==> src/rtl/sscf_pkg.sv <==
// Shared types, codes and default sizes of the stack cache spill and fill block.
package sscf_pkg;

   // Field widths of the transfer payloads and of the stack base write.
   localparam int MODE_BITS       = 3;
   localparam int COUNT_BITS      = 5;
   localparam int OFFSET_BITS     = 4;
   localparam int WORD_BITS       = 32;
   localparam int STACK_BASE_BITS = 10;

   // Default sizes handed down from the top level.
   localparam int DEFAULT_CACHE_ADDR_BITS = 4;
   localparam int DEFAULT_MEM_ADDR_BITS   = 10;

   // Operation codes carried in the mode field.
   localparam logic [MODE_BITS-1:0] MODE_RESERVE = 3'd0;
   localparam logic [MODE_BITS-1:0] MODE_FREE    = 3'd1;
   localparam logic [MODE_BITS-1:0] MODE_ENSURE  = 3'd2;
   localparam logic [MODE_BITS-1:0] MODE_STORE   = 3'd3;
   localparam logic [MODE_BITS-1:0] MODE_LOAD    = 3'd4;

   // Request payload.
   typedef struct packed {
      logic [MODE_BITS-1:0]   mode;
      logic [COUNT_BITS-1:0]  count;
      logic [OFFSET_BITS-1:0] offset;
      logic [WORD_BITS-1:0]   write_data;
   } req_type;

   // Response payload.
   typedef struct packed {
      logic [WORD_BITS-1:0]  read_data;
      logic [COUNT_BITS-1:0] spilled_words;
      logic [COUNT_BITS-1:0] filled_words;
      logic [COUNT_BITS-1:0] occupancy;
   } rsp_type;

   // Commands from the controller to the datapath.
   typedef struct packed {
      logic sweep;
      logic accept;
      logic plan;
      logic spill;
      logic fill;
      logic settle;
      logic finish;
   } cmd_type;

   // Status from the datapath to the controller.
   typedef struct packed {
      logic                 sweep_last;
      logic                 count_zero;
      logic                 rsp_free;
      logic [MODE_BITS-1:0] mode;
   } status_type;

endpackage

==> src/rtl/sscf_ctrl.sv <==
// Controller state machine that sequences clearing, planning, spill, fill and response.
module sscf_ctrl (
   input  logic                clock,
   input  logic                reset,
   input  logic                req_valid,
   output logic                req_stall,
   input  sscf_pkg::status_type status,
   output sscf_pkg::cmd_type    cmd
);
   import sscf_pkg::*;

   typedef enum logic [6:0] {
      ST_SWEEP  = 7'b0000001,
      ST_IDLE   = 7'b0000010,
      ST_PLAN   = 7'b0000100,
      ST_SPILL  = 7'b0001000,
      ST_FILL   = 7'b0010000,
      ST_SETTLE = 7'b0100000,
      ST_DONE   = 7'b1000000
   } state_type;

   state_type state_ff;
   state_type state_in;

   // Next state.
   always_comb begin
      state_in = state_ff;
      case (state_ff)
         ST_SWEEP: begin
            if (status.sweep_last) begin
               state_in = ST_IDLE;
            end
         end
         ST_IDLE: begin
            if (req_valid) begin
               state_in = ST_PLAN;
            end
         end
         ST_PLAN: begin
            case (status.mode)
               MODE_RESERVE: state_in = ST_SPILL;
               MODE_ENSURE:  state_in = ST_FILL;
               default:      state_in = ST_SETTLE;
            endcase
         end
         ST_SPILL, ST_FILL: begin
            if (status.count_zero) begin
               state_in = ST_SETTLE;
            end
         end
         ST_SETTLE: begin
            state_in = ST_DONE;
         end
         ST_DONE: begin
            if (status.rsp_free) begin
               state_in = ST_IDLE;
            end
         end
         default: begin
            state_in = ST_SWEEP;
         end
      endcase
   end

   always_ff @(posedge clock) begin
      if (reset) begin
         state_ff <= ST_SWEEP;
      end else begin
         state_ff <= state_in;
      end
   end

   // Commands decoded from the state.
   always_comb begin
      cmd.sweep  = (state_ff == ST_SWEEP);
      cmd.accept = (state_ff == ST_IDLE) && req_valid;
      cmd.plan   = (state_ff == ST_PLAN);
      cmd.spill  = (state_ff == ST_SPILL);
      cmd.fill   = (state_ff == ST_FILL);
      cmd.settle = (state_ff == ST_SETTLE);
      cmd.finish = (state_ff == ST_DONE) && status.rsp_free;
   end

   assign req_stall = (state_ff != ST_IDLE);

endmodule

==> config.mk <==
export PLATFORM = sky130hd
export DESIGN_NAME = sscf_ctrl
export DESIGN_NICKNAME = d
export VERILOG_FILES = /design/src/rtl/sscf_pkg.sv /design/src/rtl/sscf_ctrl.sv
export SDC_FILE = /design/constraint.sdc
export NUM_CORES = 1
export LEC_CHECK = 0
export ABC_AREA = 1
export BUFFER_PORTS_ARGS = -buffer_cell sky130_fd_sc_hd__buf_2
export CAP_MARGIN = 20
export CORE_AREA = 2 2 39 41
export CTS_CLUSTER_DIAMETER = 200
export DETAILED_ROUTE_END_ITERATION = 8
export DIE_AREA = 0 0 41 43
export GPL_ROUTABILITY_DRIVEN = 0
export HOLD_SLACK_MARGIN = 0.08
export PLACE_DENSITY = 0.69
export SYNTH_ARGS = -nofsm -noshare
export SYNTH_HDL_FRONTEND = slang
export SYNTH_SLANG_ARGS = --single-unit
==> constraint.sdc <==
create_clock -name clock -period 3.1 [get_ports clock]
set_input_delay 0 -clock clock [delete_from_list [all_inputs] [get_ports clock]]
set_output_delay 0 -clock clock [all_outputs]
set_load 0.005 [all_outputs]
---- Yosys cells after proc, flatten, opt, wreduce, memory -nomap -nowiden ----
Index checks and enable logic that the tools add are counted.
word-level totals
  input bits .............................. 9
  output and inout bits ................... 8
  logic and storage cells ................. 25
  register bits ........................... 7
operators by class
  muxes and demuxes ....................... 6
  eq/ne operators ......................... 13
  reductions and logical operators ........ 5
operator list
  cell                                            count
  case mux 7 bit (6 select lines)                 1
  two-way mux 7 bit                               4
  case mux 6 bit (2 select lines)                 1
  != test 2 bit (second input constant)           4
  == test 7 x 1 -> 1 bit (second input constant)  1
  == test 7 x 2 -> 1 bit (second input constant)  1
  == test 7 x 3 -> 1 bit (second input constant)  1
  == test 7 x 4 -> 1 bit (second input constant)  1
  == test 7 x 5 -> 1 bit (second input constant)  1
  == test 7 x 6 -> 1 bit (second input constant)  1
  == test 7 bit (second input constant)           1
  != test 7 x 2 -> 1 bit (second input constant)  1
  AND reduction 4 bit                             1
  == test 3 x 2 -> 1 bit (second input constant)  1
  logical NOT 3 bit                               1
  logical AND 1 bit                               2
  OR reduction 2 bit                              1

---- Longest topological paths before layout ----
  depth after elaboration ................. 4
  gate-level depth with buffers ........... 10

---- Least setup slack after synthesis ----
OpenSTA, ideal clock, no wires.
  path type ............................... register -> register
  from .................................... reg state_ff[4]
  to ...................................... reg state_ff[3]
  period minus slack after synthesis ...... 1.143 ns
  path slack .............................. 1.957 ns
  cell stages (with the launch flop) ...... 11
  arrival ................................. 1.030 ns
  cell sequence ........................... dfxtp_1 inv_2 nand2_2 nor2_2 nand2_1 inv_2 nand2_4 nand3_2 nand2_1 nand2_1 nor2_1
RTL lines
  element                   line             RTL
  start: declaration        sscf_ctrl.sv:22  state_type state_ff;
  start signal: assignment  sscf_ctrl.sv:69  state_ff <= state_in;

---- Worst setup path in the final report ----
  from .................................... reg state_ff[4]
  to ...................................... reg state_ff[2]
between the ends
  cells in the longest elaborated chain, start to end .. 4
  elaborated cells on any way between the ends .. 14
  classes of those cells .................. eq/ne: 11; mux: 1; reduce/logical: 2
ends and longest elaborated chain
  element                                                           line             RTL
  == test 7 x 5 -> 1 bit or == test 7 x 4 -> 1 bit (tied branches)  sscf_ctrl.sv:28  case (state_ff)
  OR reduction 2 bit                                                sscf_ctrl.sv:28
  != test 2 bit (no line)                                           n/a
  AND reduction 4 bit (no line)                                     n/a
Several ways; a longest one is shown, not always the timed one.
A chain may end at the register's enable or synchronous reset.

==> results summary <==
The worst setup path is launched from a flop. The maximum fanout along the worst path is 4. The library cell used as clock root buffer is sky130_fd_sc_hd__clkbuf_4. At the end of the flow, the number of nets in the layout was about 120. The type of the worst setup path is flop to flop. The endpoint required time on the critical path came out at 3.30 ns. The worst voltage drop across the vdd grid came out at about 0.30 mV.

The share of the Yosys chip area taken by registers is between 20% and 30%. TritonCTS built the clock tree. The number of top-level design ports is 17. The number of clock sinks came out at 7. The achievable frequency came out at approximately 660 MHz. The slack of the worst reg-to-reg path is about 1.6 ns. Counting the buffers created by CTS gives 3. The area of the core is between 0.001 and 0.0015 mm². The effective utilization at floorplan came out at approximately 37%. The fill cell total of the finished layout came out at 155. The number of slew-limit violations in the final report is 0. The number of design rule violations left after detail routing is 0. In this run the worst setup path begins at state_ff[4]. The clock passes through at most 2 buffers. The overflow left after global routing is 0. The finished layout holds approximately 130 standard cells, fillers aside. The average routed wire per standard cell came out at roughly 9.6 µm.

The setup TNS after final layout is 0 ns. The synthesized cell area is between 500 and 600 µm². The worst hold path begins at status[5]. The depth of the most critical reg-to-reg path came out at 6.

The power density over the cells came out at about 730 mW/mm². The final hold violation count was 0. Final hold analysis gives a worst-case slack of between 0.09 and 0.1 ns. The number of flip-flops in the largest register came out at 7.

The largest single stage delay on the critical path is between 0.5 and 0.6 ns. The average via count per standard cell came out at 4.773. The register clock-pin slew on the reported worst setup and hold paths came out at ~0.050 ns. The final setup violation count is 0. The number of register bits inferred by synthesis is 7. The floorplan row count is 14. The via count of the first global-routing pass came out at between 500 and 600. The net count after synthesis came out at between 90 and 100. The largest net degree at the start of global routing is 6.

The total length of routed wires is between 1000 and 1500 µm. The endpoint identified for the worst register-to-register timing path is state_ff[2]. For this run, the detailed router's first-pass iteration total came to 4. Cells with a size suffix above 1 make up 28.57% of the layout.

Input and output buffers added on the ports amount to 16. For this design, the slowest cell found on the critical path is sky130_fd_sc_hd__dlygate4sd3_1. The level count of the clock H-tree is 1. For the pin with the worst max-slew slack, the measured transition is around 0.34 ns. For the worst setup path, the data arrival time is about 1.7 ns. The sort of element at the end of the critical path is a flop. The signal on the critical path passes through inv_2, nand2_2, nor2_2, nand2_1, nor3_1, dlygate4sd3_1. The number of DRC violations after detailed-routing iteration 0 is 12. The flow ran to the end, and the final reports show no timing, DRC or antenna violations. The antenna violation net count after detailed routing is 0. The number of buffers inserted by post-CTS setup repair came out at 0. The worst path needs about 1.5 ns of the cycle, external delays included. Detailed placement ended at an HPWL of slightly above 1000 µm. A synthesized cell averages about 5.7 µm².

The part of the cycle the worst path needs came out at 48.58%. The leakage power summed over all cells came out at around 0.41 nW. After detailed placement, the design holds a cell count of ~120. The max-capacitance violation count is 0.

The most critical setup path has its endpoint at state_ff[2]. The area growth from synthesis to layout is 30.79%. The clock skew is 0.003214 ns. The class of the most critical hold timing path is input pin to flop. The Yosys warning count came out at 0. The first global-routing pass estimated 2090 µm of wire. From left edge to right edge, the die measures between 40 and 50 µm. The headroom to the max-slew limit came out at approximately 77%. The area enclosed by the die boundary is roughly 0.0018 mm². Setup repair after global routing left no endpoint under its margin. The latest clock arrival within the worst-skew pair is ~0.25 ns. The largest registers in the layout are state_ff: 7 flops. The routed layout has 611 vias. Synthesis produced around 90 cells. The total routing resource utilization after global routing came out at roughly 18%. The number of antenna repair diodes is 0. In this run the critical register-to-register path is launched from state_ff[4]. The number of antenna violations at the first check in global routing came out at 0. The height of the die is 43 µm. More flip-flops sit in one register than any other, and that register is state_ff. The number of different library cells in the post-synthesis netlist is 15.
-- timing repair --
action | 4_1_cts | 5_1_grt
hold endpoints to repair | 5 | 0
setup endpoints to repair | 0 | 0
hold buffers | 3 | 0
resized for setup | 0 | 0
-- stage by stage --
step	power, W	area [µm²]	util [%]	setup WS, ns
finish	0.0004842	664.4	48.01	1.594
global route	0.0005362	664.4	48.01	1.440
CTS	0.0004874	664.4	48.01	1.578
detailed placement	0.0004011	608.1	43.94	1.826
global placement	0.0003988	608.1	43.94	1.820
floorplan	0.0003401	508.0	-	1.957
-- synthesized netlist by cell type, drive strengths merged --
cell type	n	area share (%)
nor4	1	2.5
clkinv	1	1.7
nand3	9	9.9
nand4	1	1.2
dfxtp	7	28
o21ai	2	2.0
nand2	25	22
nor3	2	2.0
nor2	24	19
inv	17	13
-- area by class of cell --
class,count,area (µm²),area share (%)
Tap cell,16,20.02,3.013
Clock buffer,4,26.28,3.955
Inverter,18,72.57,10.92
Timing Repair Buffer,19,110.1,16.57
Multi-Input combinational cell,64,295.3,44.44
Sequential cell,7,140.1,21.09
-- metal layers --
| metal | track usage (%) | vias to the layer above | wire, µm |
|---|---|---|---|
| met4 | 7.333 | 0 | 23 |
| met2 | 25.94 | 20 | 589 |
| met3 | 7.853 | 4 | 105 |
| met1 | 21.75 | 273 | 510 |
| li1 | - | 314 | - |
| met5 | 0 | - | 0 |
-- how the worst min path moves through the flow --
| stage | end | slack, ns | depth (start not counted) |
|---|---|---|---|
| floorplan | state_ff[5] | 0.07 | 1 |
| global placement | state_ff[2] | 0.22 | 2 |
| detailed placement | state_ff[2] | 0.23 | 2 |
| CTS | state_ff[0] | 0.09 | 4 |
| global route | state_ff[0] | 0.13 | 4 |
| finish | state_ff[0] | 0.1 | 4 |
-- worst max-delay path: cells and delay by family, from the launching register on --
family	cells	cell delay [ns]
flops	1	0.33
buf+inv	2	0.63
simple gates	4	0.49
-- power breakdown --
part | switching [W] | internal [W] | leakage [nW]
Combinational | 0.000166 | 0.0000987 | 0.339
Sequential | 0.0000232 | 0.000115 | 0.0573
Clock | 0.0000328 | 0.0000491 | 0.0150
-- kinds of logic (layout without fill, tap and decap cells) --
logic type / count (synthesis) / after routing / synth area share [%]
compound gates: 2 / 2 / 1.971
buf+inv: 18 / 41 / 14.29
flops: 7 / 7 / 27.59
simple gates: 62 / 62 / 56.16
-- cell usage in the layout (no fill, tap or decap), types with 2 or more instances in the layout --
master and n:
sky130_fd_sc_hd__clkbuf_4 3, sky130_fd_sc_hd__nor2_1 22, sky130_fd_sc_hd__nand2_2 4, sky130_fd_sc_hd__nand2_1 20, sky130_fd_sc_hd__inv_2 3, sky130_fd_sc_hd__o21ai_1 2, sky130_fd_sc_hd__nand3_1 8, sky130_fd_sc_hd__dlygate4sd3_1 3
sky130_fd_sc_hd__nor3_1 2, sky130_fd_sc_hd__buf_2 16, sky130_fd_sc_hd__inv_1 14, sky130_fd_sc_hd__dfxtp_1 7, sky130_fd_sc_hd__nor2_2 2
Power figures use the tool's default switching activity.
